## src/rtl/bhm_pkg.sv

```systemverilog
`default_nettype none

package bhm_pkg;

  // register field widths
  localparam int LW_W    = 11;
  localparam int FH_W    = 16;
  localparam int PAT_W   = 9;
  localparam int ROW_W   = FH_W + 1;
  localparam int APB_AW  = 5;
  localparam int APB_DW  = 32;
  localparam int REG_IDX_W = 3;

  // register indexes (byte address is 4 * index)
  localparam logic [REG_IDX_W-1:0] REG_LINE_WIDTH   = 3'd0;
  localparam logic [REG_IDX_W-1:0] REG_FRAME_HEIGHT = 3'd1;
  localparam logic [REG_IDX_W-1:0] REG_ZERO_PATTERN = 3'd2;
  localparam logic [REG_IDX_W-1:0] REG_ONE_PATTERN  = 3'd3;
  localparam logic [REG_IDX_W-1:0] REG_GRID_KIND    = 3'd4;
  localparam logic [REG_IDX_W-1:0] REG_EDGE_FILL    = 3'd5;

  // register reset values
  localparam logic [LW_W-1:0] LINE_WIDTH_RST   = 11'd1024;
  localparam logic [FH_W-1:0] FRAME_HEIGHT_RST = 16'd2;

  // request kinds
  localparam logic REQ_PIXEL = 1'b0;
  localparam logic REQ_FLUSH = 1'b1;

  // grid kinds
  localparam logic GRID_SQUARE = 1'b0;
  localparam logic GRID_HEX    = 1'b1;

  // queue between front and back
  localparam int Q_DEPTH = 4;
  localparam int Q_AW    = 2;

  // 3x3 window, bit index is row*3+col
  localparam int WIN_BITS = 9;
  localparam int HEX_DIRS = 7;
  localparam logic [WIN_BITS-1:0] TOP_ROW   = 9'h007;
  localparam logic [WIN_BITS-1:0] BOT_ROW   = 9'h1C0;
  localparam logic [WIN_BITS-1:0] LEFT_COL  = 9'h049;
  localparam logic [WIN_BITS-1:0] RIGHT_COL = 9'h124;

  // window bit for each direction; hex tables padded past their six neighbors
  localparam logic [3:0] DIR_SQUARE [WIN_BITS] =
    '{4'd4, 4'd1, 4'd2, 4'd5, 4'd8, 4'd7, 4'd6, 4'd3, 4'd0};
  localparam logic [3:0] DIR_HEX_EVEN [WIN_BITS] =
    '{4'd4, 4'd1, 4'd5, 4'd7, 4'd6, 4'd3, 4'd0, 4'd4, 4'd4};
  localparam logic [3:0] DIR_HEX_ODD [WIN_BITS] =
    '{4'd4, 4'd2, 4'd5, 4'd8, 4'd7, 4'd3, 4'd1, 4'd4, 4'd4};

  // pattern and edge settings used by the back end
  typedef struct packed {
    logic [PAT_W-1:0] zero_pat;
    logic [PAT_W-1:0] one_pat;
    logic             grid_kind;
    logic             edge_fill;
  } pat_cfg_t;

  // classification of one queued column step
  typedef struct packed {
    logic pix;       // value written into the middle row
    logic col_zero;  // step at column 0, result belongs to previous row end
    logic have;      // step produces a result
    logic top;       // result row is the first row
    logic bot;       // result row is the last row
    logic left;      // result column is the first column
    logic right;     // result column is the last column
    logic odd;       // result row is odd
    logic last;      // result is the final pixel of the frame
  } item_t;

  // hit-or-miss test of one edge-corrected window
  function automatic logic hm_match(input logic [WIN_BITS-1:0] g,
                                    input logic grid,
                                    input logic odd,
                                    input logic [PAT_W-1:0] zp,
                                    input logic [PAT_W-1:0] op);
    logic       res;
    logic [3:0] idx;
    logic       b;
    res = 1'b1;
    for (int n = 0; n < WIN_BITS; n++) begin
      if (grid == GRID_HEX) begin
        idx = odd ? DIR_HEX_ODD[n] : DIR_HEX_EVEN[n];
      end else begin
        idx = DIR_SQUARE[n];
      end
      b = g[idx];
      if (!(grid == GRID_HEX && n >= HEX_DIRS)) begin
        if (op[n]) begin
          res = res & b;
        end else if (zp[n]) begin
          res = res & ~b;
        end
      end
    end
    return res;
  endfunction

endpackage

`default_nettype wire

```

## src/rtl/bhm_cfg.sv

```systemverilog
`default_nettype none

module bhm_cfg import bhm_pkg::*; #(
  parameter int MAX_WIDTH = 1024,
  localparam int WW = $clog2(MAX_WIDTH + 1)
) (
  input  wire logic              clk_i,
  input  wire logic              rst_ni,
  input  wire logic              psel,
  input  wire logic              penable,
  input  wire logic              pwrite,
  input  wire logic [APB_AW-1:0] paddr,
  input  wire logic [APB_DW-1:0] pwdata,
  output logic      [APB_DW-1:0] prdata,
  output logic                   pready,
  output logic      [WW-1:0]     eff_width_o,
  output logic      [FH_W-1:0]   eff_height_o,
  output pat_cfg_t               pat_cfg_o,
  output logic                   restart_o
);

  localparam int CMPW = (WW > LW_W) ? WW : LW_W;
  localparam logic [CMPW-1:0] MAXW_C = CMPW'(MAX_WIDTH);

  logic [LW_W-1:0]      lw_q, lw_d;
  logic [FH_W-1:0]      fh_q, fh_d;
  pat_cfg_t             pat_q, pat_d;
  logic                 wr_en;
  logic [REG_IDX_W-1:0] idx;
  logic [CMPW-1:0]      lw_ext;

  assign pready = 1'b1;
  assign idx    = paddr[APB_AW-1:2];
  assign wr_en  = psel && penable && pwrite && pready;

  // register writes
  always_comb begin
    lw_d  = lw_q;
    fh_d  = fh_q;
    pat_d = pat_q;
    if (wr_en) begin
      unique case (idx)
        REG_LINE_WIDTH:   lw_d = pwdata[LW_W-1:0];
        REG_FRAME_HEIGHT: fh_d = pwdata[FH_W-1:0];
        REG_ZERO_PATTERN: pat_d.zero_pat = pwdata[PAT_W-1:0];
        REG_ONE_PATTERN:  pat_d.one_pat = pwdata[PAT_W-1:0];
        REG_GRID_KIND:    pat_d.grid_kind = pwdata[0];
        REG_EDGE_FILL:    pat_d.edge_fill = pwdata[0];
        default: ;
      endcase
    end
  end

  always_ff @(posedge clk_i or negedge rst_ni) begin
    if (!rst_ni) begin
      lw_q  <= LINE_WIDTH_RST;
      fh_q  <= FRAME_HEIGHT_RST;
      pat_q <= '0;
    end else begin
      lw_q  <= lw_d;
      fh_q  <= fh_d;
      pat_q <= pat_d;
    end
  end

  // a size change abandons the frame in progress
  assign restart_o = wr_en && (idx == REG_LINE_WIDTH || idx == REG_FRAME_HEIGHT);

  // read back
  always_comb begin
    unique case (idx)
      REG_LINE_WIDTH:   prdata = APB_DW'(lw_q);
      REG_FRAME_HEIGHT: prdata = APB_DW'(fh_q);
      REG_ZERO_PATTERN: prdata = APB_DW'(pat_q.zero_pat);
      REG_ONE_PATTERN:  prdata = APB_DW'(pat_q.one_pat);
      REG_GRID_KIND:    prdata = APB_DW'(pat_q.grid_kind);
      REG_EDGE_FILL:    prdata = APB_DW'(pat_q.edge_fill);
      default:          prdata = '0;
    endcase
  end

  // clamp the size to the supported range
  assign lw_ext = CMPW'(lw_q);
  always_comb begin
    if (lw_q == '0) begin
      eff_width_o = WW'(1);
    end else if (lw_ext > MAXW_C) begin
      eff_width_o = WW'(MAX_WIDTH);
    end else begin
      eff_width_o = WW'(lw_ext);
    end
  end

  assign eff_height_o = (fh_q == '0) ? FH_W'(1) : fh_q;
  assign pat_cfg_o    = pat_q;

endmodule

`default_nettype wire

```

## src/rtl/bhm_front.sv

```systemverilog
`default_nettype none

module bhm_front import bhm_pkg::*; #(
  parameter int MAX_WIDTH = 1024,
  localparam int WW = $clog2(MAX_WIDTH + 1),
  localparam int AW = $clog2(MAX_WIDTH)
) (
  input  wire logic            clk_i,
  input  wire logic            rst_ni,
  input  wire logic            restart_i,
  input  wire logic [WW-1:0]   eff_width_i,
  input  wire logic [FH_W-1:0] eff_height_i,
  input  wire logic            edge_fill_i,
  input  wire logic            valid_i,
  input  wire logic            req_type_i,
  input  wire logic            src_pixel_i,
  output logic                 ready_o,
  input  wire logic            q_ready_i,
  output logic                 push_o,
  output logic      [AW-1:0]   push_col_o,
  output item_t                push_item_o
);

  logic [AW-1:0]    col_q, col_d;
  logic [ROW_W-1:0] row_q, row_d;
  logic             accept, in_frame, drop, col_zero, wrap;
  logic [ROW_W-1:0] h_ext, h_p1;
  logic [WW-1:0]    col_inc;
  item_t            item;

  assign ready_o  = q_ready_i;
  assign accept   = valid_i && q_ready_i;
  assign h_ext    = ROW_W'(eff_height_i);
  assign h_p1     = h_ext + ROW_W'(1);
  assign in_frame = row_q < h_ext;
  // early flush ticks are taken and dropped
  assign drop     = in_frame && (req_type_i == REQ_FLUSH);
  assign push_o   = accept && !drop;
  assign col_zero = (col_q == '0);
  assign col_inc  = WW'(col_q) + WW'(1);
  assign wrap     = col_inc >= eff_width_i;

  // position of the result this step releases
  always_comb begin
    item.pix      = in_frame ? src_pixel_i : edge_fill_i;
    item.col_zero = col_zero;
    if (col_zero) begin
      item.have  = row_q >= ROW_W'(2);
      item.top   = row_q == ROW_W'(2);
      item.bot   = row_q == h_p1;
      item.left  = eff_width_i == WW'(1);
      item.right = 1'b1;
      item.odd   = row_q[0];
    end else begin
      item.have  = row_q != '0;
      item.top   = row_q == ROW_W'(1);
      item.bot   = row_q == h_ext;
      item.left  = col_q == AW'(1);
      item.right = WW'(col_q) == eff_width_i;
      item.odd   = ~row_q[0];
    end
    item.last = col_zero && (row_q == h_p1);
  end

  assign push_item_o = item;
  assign push_col_o  = col_q;

  // raster counters
  always_comb begin
    col_d = col_q;
    row_d = row_q;
    if (restart_i) begin
      col_d = '0;
      row_d = '0;
    end else if (push_o) begin
      if (item.last) begin
        col_d = '0;
        row_d = '0;
      end else if (wrap) begin
        col_d = '0;
        row_d = row_q + ROW_W'(1);
      end else begin
        col_d = AW'(col_inc);
      end
    end
  end

  always_ff @(posedge clk_i or negedge rst_ni) begin
    if (!rst_ni) begin
      col_q <= '0;
      row_q <= '0;
    end else begin
      col_q <= col_d;
      row_q <= row_d;
    end
  end

endmodule

`default_nettype wire

```

## src/rtl/bhm_queue.sv

```systemverilog
`default_nettype none

module bhm_queue import bhm_pkg::*; #(
  parameter int DW = 19
) (
  input  wire logic          clk_i,
  input  wire logic          rst_ni,
  input  wire logic          push_i,
  input  wire logic [DW-1:0] push_data_i,
  output logic               ready_o,
  output logic               valid_o,
  output logic      [DW-1:0] head_o,
  input  wire logic          pop_i
);

  logic [DW-1:0]   entries_q [Q_DEPTH];
  logic [Q_AW-1:0] wr_ptr_q, rd_ptr_q;
  logic [Q_AW:0]   count_q;
  logic            do_push, do_pop;

  assign ready_o = count_q != (Q_AW + 1)'(Q_DEPTH);
  assign valid_o = count_q != '0;
  assign head_o  = entries_q[rd_ptr_q];
  assign do_push = push_i && ready_o;
  assign do_pop  = pop_i && valid_o;

  // storage
  always_ff @(posedge clk_i) begin
    if (do_push) begin
      entries_q[wr_ptr_q] <= push_data_i;
    end
  end

  // pointers and fill level
  always_ff @(posedge clk_i or negedge rst_ni) begin
    if (!rst_ni) begin
      wr_ptr_q <= '0;
      rd_ptr_q <= '0;
      count_q  <= '0;
    end else begin
      if (do_push) begin
        wr_ptr_q <= wr_ptr_q + Q_AW'(1);
      end
      if (do_pop) begin
        rd_ptr_q <= rd_ptr_q + Q_AW'(1);
      end
      if (do_push && !do_pop) begin
        count_q <= count_q + (Q_AW + 1)'(1);
      end else if (do_pop && !do_push) begin
        count_q <= count_q - (Q_AW + 1)'(1);
      end
    end
  end

endmodule

`default_nettype wire

```

## src/rtl/bhm_back.sv

```systemverilog
`default_nettype none

module bhm_back import bhm_pkg::*; #(
  parameter int MAX_WIDTH = 1024,
  localparam int AW = $clog2(MAX_WIDTH)
) (
  input  wire logic          clk_i,
  input  wire logic          rst_ni,
  input  wire logic          restart_i,
  input  wire pat_cfg_t      pat_cfg_i,
  input  wire logic          q_valid_i,
  input  wire logic [AW-1:0] q_col_i,
  input  wire item_t         q_item_i,
  output logic               pop_o,
  output logic               m_valid_o,
  input  wire logic          m_ready_i,
  output logic               out_pixel_o,
  output logic               frame_last_o,
  output logic               pattern_error_o
);

  // bit 1 upper row, bit 0 middle row
  logic [1:0]          row_mem [MAX_WIDTH];
  logic [1:0]          rd_q;
  logic                fwd_q;
  logic [1:0]          fwd_data_q;
  logic                b_valid_q;
  logic [AW-1:0]       b_col_q;
  item_t               b_item_q;
  logic [WIN_BITS-1:0] win_q;
  logic                out_valid_q, out_pix_q, out_last_q, out_err_q;

  logic                out_free, b_fire;
  logic [1:0]          rd_eff, wr_data;
  logic [WIN_BITS-1:0] win_new, g_raw, edge_mask, g;
  logic                err, pix;

  function automatic logic [WIN_BITS-1:0] shift_col(input logic [WIN_BITS-1:0] w,
                                                    input logic t,
                                                    input logic mi,
                                                    input logic bo);
    return {bo, w[8:7], mi, w[5:4], t, w[2:1]};
  endfunction

  assign out_free = !out_valid_q || m_ready_i;
  assign b_fire   = b_valid_q && out_free;
  assign pop_o    = q_valid_i && (!b_valid_q || b_fire);

  // line stores: previous step to the same column is forwarded
  assign rd_eff  = fwd_q ? fwd_data_q : rd_q;
  assign wr_data = {rd_eff[0], b_item_q.pix};

  always_ff @(posedge clk_i) begin
    if (b_fire) begin
      row_mem[b_col_q] <= wr_data;
    end
    if (pop_o) begin
      rd_q <= row_mem[q_col_i];
    end
  end

  always_ff @(posedge clk_i) begin
    if (pop_o) begin
      fwd_q      <= b_fire && (b_col_q == q_col_i);
      fwd_data_q <= wr_data;
      b_col_q    <= q_col_i;
      b_item_q   <= q_item_i;
    end
  end

  always_ff @(posedge clk_i or negedge rst_ni) begin
    if (!rst_ni) begin
      b_valid_q <= 1'b0;
    end else if (pop_o) begin
      b_valid_q <= 1'b1;
    end else if (b_fire) begin
      b_valid_q <= 1'b0;
    end
  end

  // window and edge correction
  assign win_new = shift_col(win_q, rd_eff[1], rd_eff[0], b_item_q.pix);
  assign g_raw   = b_item_q.col_zero ? shift_col(win_q, 1'b0, 1'b0, 1'b0) : win_new;

  always_comb begin
    edge_mask = '0;
    if (b_item_q.top) edge_mask = edge_mask | TOP_ROW;
    if (b_item_q.bot) edge_mask = edge_mask | BOT_ROW;
    if (b_item_q.left) edge_mask = edge_mask | LEFT_COL;
    if (b_item_q.right) edge_mask = edge_mask | RIGHT_COL;
  end

  assign g   = (g_raw & ~edge_mask) | (pat_cfg_i.edge_fill ? edge_mask : '0);
  assign err = |(pat_cfg_i.zero_pat & pat_cfg_i.one_pat);
  assign pix = err ? 1'b0 : hm_match(g, pat_cfg_i.grid_kind, b_item_q.odd,
                                     pat_cfg_i.zero_pat, pat_cfg_i.one_pat);

  always_ff @(posedge clk_i or negedge rst_ni) begin
    if (!rst_ni) begin
      win_q <= '0;
    end else if (restart_i) begin
      win_q <= '0;
    end else if (b_fire) begin
      win_q <= b_item_q.last ? '0 : win_new;
    end
  end

  // output register
  always_ff @(posedge clk_i or negedge rst_ni) begin
    if (!rst_ni) begin
      out_valid_q <= 1'b0;
    end else if (b_fire && b_item_q.have) begin
      out_valid_q <= 1'b1;
    end else if (m_ready_i) begin
      out_valid_q <= 1'b0;
    end
  end

  always_ff @(posedge clk_i) begin
    if (b_fire && b_item_q.have) begin
      out_pix_q  <= pix;
      out_last_q <= b_item_q.last;
      out_err_q  <= err;
    end
  end

  assign m_valid_o       = out_valid_q;
  assign out_pixel_o     = out_pix_q;
  assign frame_last_o    = out_last_q;
  assign pattern_error_o = out_err_q;

  // frame end only at the bottom right corner of a real result
  a_last_corner: assert property (@(posedge clk_i) disable iff (!rst_ni)
    (b_valid_q && b_item_q.last) |-> (b_item_q.have && b_item_q.bot && b_item_q.right))
    else $error("frame end outside bottom right corner");

  // a fired result reaches the output register
  a_result_out: assert property (@(posedge clk_i) disable iff (!rst_ni)
    (b_fire && b_item_q.have) |=> out_valid_q)
    else $error("result lost on its way out");

  // a column zero step closes the previous row on its right edge
  a_col_zero_right: assert property (@(posedge clk_i) disable iff (!rst_ni)
    (b_valid_q && b_item_q.col_zero) |-> b_item_q.right)
    else $error("row end result not on right column");

  // the window is clear after the final pixel of a frame
  a_win_clear: assert property (@(posedge clk_i) disable iff (!rst_ni)
    (b_fire && b_item_q.last) |=> (win_q == '0))
    else $error("window not cleared at frame end");

endmodule

`default_nettype wire

```

## src/rtl/binary_hit_or_miss_3x3_unit.sv

```systemverilog
`default_nettype none

// channel   | dir | handshake                | payload
// ----------+-----+--------------------------+---------------------------------------
// s_axis    | in  | s_axis_tvalid/tready     | tdata[0] src_pixel, tuser req_type
// m_axis    | out | m_axis_tvalid/tready     | tdata[0] out_pixel, tlast frame_last,
//           |     |                          | tuser pattern_error
// apb       | in  | psel/penable/pwrite      | 6 registers at byte address 4*index
//
// one item per clock unless stalled; a pixel's result leaves line_width+1 items
// after the pixel and passes the queue, the line store read and the output register
// the line stores are one dual-bit memory read and written once per item
// reset clears counters, window, queue and output valid; line stores are not cleared
// a 4-entry queue parts intake from the window stage, so each side stalls on its own

module binary_hit_or_miss_3x3_unit import bhm_pkg::*; #(
  parameter int MAX_WIDTH = 1024
) (
  input  wire logic              clk_i,
  input  wire logic              rst_ni,
  // stream in
  input  wire logic              s_axis_tvalid,
  output logic                   s_axis_tready,
  input  wire logic [7:0]        s_axis_tdata,   // [0] src_pixel
  input  wire logic              s_axis_tuser,   // [0] req_type
  // stream out
  output logic                   m_axis_tvalid,
  input  wire logic              m_axis_tready,
  output logic      [7:0]        m_axis_tdata,   // [0] out_pixel
  output logic                   m_axis_tlast,   // frame_last
  output logic                   m_axis_tuser,   // [0] pattern_error
  // configuration
  input  wire logic              psel,
  input  wire logic              penable,
  input  wire logic              pwrite,
  input  wire logic [APB_AW-1:0] paddr,
  input  wire logic [APB_DW-1:0] pwdata,
  output logic      [APB_DW-1:0] prdata,
  output logic                   pready
);

  localparam int WW = $clog2(MAX_WIDTH + 1);
  localparam int AW = $clog2(MAX_WIDTH);
  localparam int QW = AW + $bits(item_t);

  logic [WW-1:0]   eff_width;
  logic [FH_W-1:0] eff_height;
  pat_cfg_t        pat_cfg;
  logic            restart;
  logic            q_ready, push, q_valid, pop;
  logic [AW-1:0]   push_col, q_col;
  item_t           push_item, q_item;
  logic [QW-1:0]   q_head;
  logic            out_pixel;

  bhm_cfg #(
    .MAX_WIDTH(MAX_WIDTH)
  ) u_cfg (
    .clk_i       (clk_i),
    .rst_ni      (rst_ni),
    .psel        (psel),
    .penable     (penable),
    .pwrite      (pwrite),
    .paddr       (paddr),
    .pwdata      (pwdata),
    .prdata      (prdata),
    .pready      (pready),
    .eff_width_o (eff_width),
    .eff_height_o(eff_height),
    .pat_cfg_o   (pat_cfg),
    .restart_o   (restart)
  );

  // intake and classification
  bhm_front #(
    .MAX_WIDTH(MAX_WIDTH)
  ) u_front (
    .clk_i       (clk_i),
    .rst_ni      (rst_ni),
    .restart_i   (restart),
    .eff_width_i (eff_width),
    .eff_height_i(eff_height),
    .edge_fill_i (pat_cfg.edge_fill),
    .valid_i     (s_axis_tvalid),
    .req_type_i  (s_axis_tuser),
    .src_pixel_i (s_axis_tdata[0]),
    .ready_o     (s_axis_tready),
    .q_ready_i   (q_ready),
    .push_o      (push),
    .push_col_o  (push_col),
    .push_item_o (push_item)
  );

  bhm_queue #(
    .DW(QW)
  ) u_queue (
    .clk_i      (clk_i),
    .rst_ni     (rst_ni),
    .push_i     (push),
    .push_data_i({push_col, push_item}),
    .ready_o    (q_ready),
    .valid_o    (q_valid),
    .head_o     (q_head),
    .pop_i      (pop)
  );

  assign q_col  = q_head[QW-1:$bits(item_t)];
  assign q_item = item_t'(q_head[$bits(item_t)-1:0]);

  // line stores, window and matching
  bhm_back #(
    .MAX_WIDTH(MAX_WIDTH)
  ) u_back (
    .clk_i          (clk_i),
    .rst_ni         (rst_ni),
    .restart_i      (restart),
    .pat_cfg_i      (pat_cfg),
    .q_valid_i      (q_valid),
    .q_col_i        (q_col),
    .q_item_i       (q_item),
    .pop_o          (pop),
    .m_valid_o      (m_axis_tvalid),
    .m_ready_i      (m_axis_tready),
    .out_pixel_o    (out_pixel),
    .frame_last_o   (m_axis_tlast),
    .pattern_error_o(m_axis_tuser)
  );

  assign m_axis_tdata = {7'b0, out_pixel};

endmodule

`default_nettype wire

```

## config.mk

```make
export PLATFORM = sky130hd
export DESIGN_NAME = binary_hit_or_miss_3x3_unit
export DESIGN_NICKNAME = d
export VERILOG_FILES = /design/src/rtl/bhm_pkg.sv /design/src/rtl/bhm_cfg.sv /design/src/rtl/bhm_front.sv /design/src/rtl/bhm_queue.sv /design/src/rtl/bhm_back.sv /design/src/rtl/binary_hit_or_miss_3x3_unit.sv
export SDC_FILE = /design/constraint.sdc
export NUM_CORES = 2
export LEC_CHECK = 0
export BUFFER_PORTS_ARGS = -buffer_cell sky130_fd_sc_hd__clkbuf_2
export CORE_UTILIZATION = 45
export CTS_CLUSTER_DIAMETER = 50
export DETAILED_ROUTE_END_ITERATION = 6
export SETUP_SLACK_MARGIN = 0.5
export SYNTH_ARGS = -nofsm -noshare
export SYNTH_HDL_FRONTEND = slang
export SYNTH_SLANG_ARGS = --single-unit
```

## constraint.sdc

```tcl
create_clock -name clk_i -period 22 [get_ports clk_i]
set_clock_uncertainty 0.15 [all_clocks]
set_input_delay 3.3 -clock clk_i [delete_from_list [all_inputs] [get_ports clk_i]]
set_output_delay 3.3 -clock clk_i [all_outputs]
set_load 0.01 [all_outputs]
```

==> impl_results.md <==
* Core area at 210,000 µm²
* R2R cell count at 16
* Io pins at 98
* Clk network pwr share at 0.248
* Critical Path Most Common Cell: clkbuf_2
* DRC errors left at 0
* Met1 Resource Use GR at 0.361
* Synth Register Bits at between 2,000 and 2,500
* Psw at 0.00628 W
* Die ar. at around 210,000 µm²
* Commonest non-fill, non-tap cells in the layout: edfxtp_1 (2,151), nor2_1 (1,096), nand2_1 (933), clkbuf_16 (237), mux2i_1 (224)
* Internal power at ~0.0094 W
* Crit path DAT at between 4 and 5 ns
* Pwr/cell area at about 150 nW/µm²
* Die Ht at 463 µm
* Setup TNS at 0 ns
* Crit-path slowest cell: mux4_2
* CTS Buf Count at approximately 240
* Max-Cap Viols at 0
* Mean Syn Cell Area at 13.9 µm²
* Clk buf depth at 3
* Switching Share at 0.401
* Hpwl dp at between 150 and 200 mm
* Largest net degree at the start of global routing at roughly 240
* Initial antenna violation count at 11
* Peak supply drop at just under 0.2 mV
* Post-Syn Instances at roughly 6,900
* Slew headroom at 0.128
* Global-route usage over all layers at 0.261
* First drt pass iteration count at 5
* Vias at 60,000
* WHS at roughly 0.36 ns
* Min Tclk post-route at around 8.1 ns
* Ys flop type: edfxtp_1
* Synth Cell Area at 95,700 µm²
* Slew Limit Fails at 0
* Number of fill cells in the layout at 17,900
* First-pass GRT wire length at between 400 and 500 mm
* Comb pwr share at 0.389
* Layout cells sized above 1 at 0.127
* Worst skew pair latency at around 0.87 ns
* Post-CTS Setup Bufs at 0
* CTS sink cnt at about 2,200
* Share of power burned in registers at 0.363
* DP Cell Count at about 9,400
* Worst endpoint required time at between 15 and 20 ns
* Vias per std cell at 6.12
* 1st-iter DRT viols at approximately 8,200
* Post-DRT Antenna Nets at 0
* Worst setup path category: in2out
* Clock Root Buffer: clkbuf_16
* Vias in the first global route at 59,000
* Met3 GRT Util at 0.0481
* CTS resizes at 0
* Critical Path Fanout Max at 17
* Fmax at between 100 and 150 MHz
* Final WL at 285 mm
* Final GP Congestion at about 0.86
* Post-synthesis sequential area ratio at 0.698
* GRT overflow at 0
* H-tree depth at 4
* CTS tree: yes
* Leak pwr at ~34 nW
* Worst hold stages at 1
* Final std cells w/o fill at between 9,000 and 10,000
* CP Launch Type: input port
* Worst setup EP type: output pin
* Tcrit/Tclk final at 0.367
* Critical path cell sequence: clkbuf_2 > mux4_2 > nor2b_1 > clkbuf_2
* RSZ-0062 raised after global routing: false
* Hold_buf cts at 0
* Area delta synth->final at 10.4%
* Final net count at between 6,000 and 7,000
* Final hold violations at 0
* Grt peak-use layer: met2
* Distinct cells, synth at 84
* Initial Util at 0.455
* IO Port Bufs at 48
* EDFF count, synth at 2,151
* Avg WL per Cell at 29.0 µm
* Die X at about 460 µm
* Num rows at around 170
* Hold Crit Class: reg2reg
* Finished Core Util at 0.502
* Ys async rst share at 0.0397
* M2 GR Usage at 0.418
* Worst-Margin Slew at ~1.3 ns
* Synth Warn # at 0
* Status: finished clean
* Commonest non-fill, non-tap cell in the layout: edfxtp_1
* Worst path max stage delay at 0.60 ns
* Clock-pin transition on the worst setup and hold timing paths at approximately 0.060 ns
* Final setup viols at 0
-- cell families (layout without fill, tap and decap cells) --
family                     Yosys count  count (layout)  synth area share
DFF                               2240            2240             0.698
and+or+nand+nor                   2651            2651             0.118
muxes                              484             484            0.0790
xor gates and xnor gates            55              55           0.00503
buffers and inverters              620             691            0.0337
AOI/OAI and AO/OA                  812             812            0.0605
adders and majority gates           40              40           0.00531
other                                2              26         0.0000785
-- stage by stage --
stage                     instance area, µm²  setup slack, ns  total power [W]
after floorplan                        95800             7.13           0.0102
after global placement                 98100            13.93           0.0118
after detailed placement               98100            13.93           0.0118
after CTS                             106000            13.92           0.0156
after global routing                  106000            13.84           0.0162
final                                 106000            13.93           0.0157
-- Yosys cell counts, drive strengths merged, types with 100 or more instances --
library cell	n	area, µm²
nor2b	127	795
buf	306	2040
nand2	958	3600
mux4	212	4770
nand3	119	596
clkbuf	262	983
nor2	1104	4150
a211oi	115	863
edfxtp	2151	64600
a21oi	129	646
and3	100	626
a311oi	124	1090
mux2i	224	2240
-- flip-flops by register name, indices dropped and copies added (netlist names) --
| signal | flops |
|---|---|
| u_cfg.lw_ext | 11 |
| u_back.row_mem | 2048 |
| u_back.win_q | 6 |
| u_cfg.fh_q | 16 |
| u_back.b_valid_q | 1 |
| u_back.fwd_q | 1 |
| u_front.push_col_o | 10 |
| u_queue.wr_ptr_q | 2 |
| u_back.pattern_error_o | 1 |
| u_cfg.pat_cfg_o | 20 |
| u_back.rd_q | 2 |
| u_queue.rd_ptr_q | 2 |
| u_queue.entries_q | 76 |
| u_back.frame_last_o | 1 |
| u_back.m_valid_o | 1 |
| u_back.b_col_q | 10 |
| u_back.b_item_q | 9 |
| u_front.row_q | 17 |
| u_back.fwd_data_q | 2 |
| u_queue.count_q | 3 |
| u_back.out_pixel_o | 1 |
-- worst max-delay path, delay by kind of cell --
family	cells	cell delay, ns
mux	1	0.60
buf+inv	2	0.56
simple gates	1	0.15
-- worst paths after layout --
check / startpoint / to / slack [ns]
worst max-delay path: paddr[2] / prdata[7] / 13.93
worst min-delay path: u_queue.count_q[2] / u_queue.count_q[2] / 0.36
worst max register to register: u_queue.rd_ptr_q[1] / u_back.rd_q[1] / 14.69
worst min register to register: u_queue.count_q[2] / u_queue.count_q[2] / 0.36
max in group asynchronous: rst_ni / u_front.push_col_o[2] / 18.30
min in group asynchronous: rst_ni / u_front.row_q[16] / 2.19
-- per-layer routing --
layer,vias to the layer above,part of all wire
li1,25600,-
met1,30800,0.40
met2,3020,0.47
met3,516,0.096
met4,2,0.035
met5,-,0.000046
-- final cells by class --
type	count	area (µm²)	share of cell area
inverters	52	240	0.00227
flip-flops and latches	2240	66800	0.633
clock buffers	283	6110	0.0579
diodes	2	5.00	0.0000474
well taps	2805	3510	0.0332
multi-input cells	4066	26000	0.246
clock inverters	152	1380	0.0131
repair buffers	204	1530	0.0145
-- power groups by stage --
stage	clock, W	sequential, W	combinational (W)
2_1_floorplan	0	0.00653	0.00364
3_3_place_gp	0	0.00577	0.00599
3_5_place_dp	0	0.00578	0.00602
4_1_cts	0.00392	0.00569	0.00604
5_1_grt	0.00408	0.00571	0.00639
6_report	0.00388	0.00570	0.00610
No activity file was read; power rests on OpenSTA's default activity.
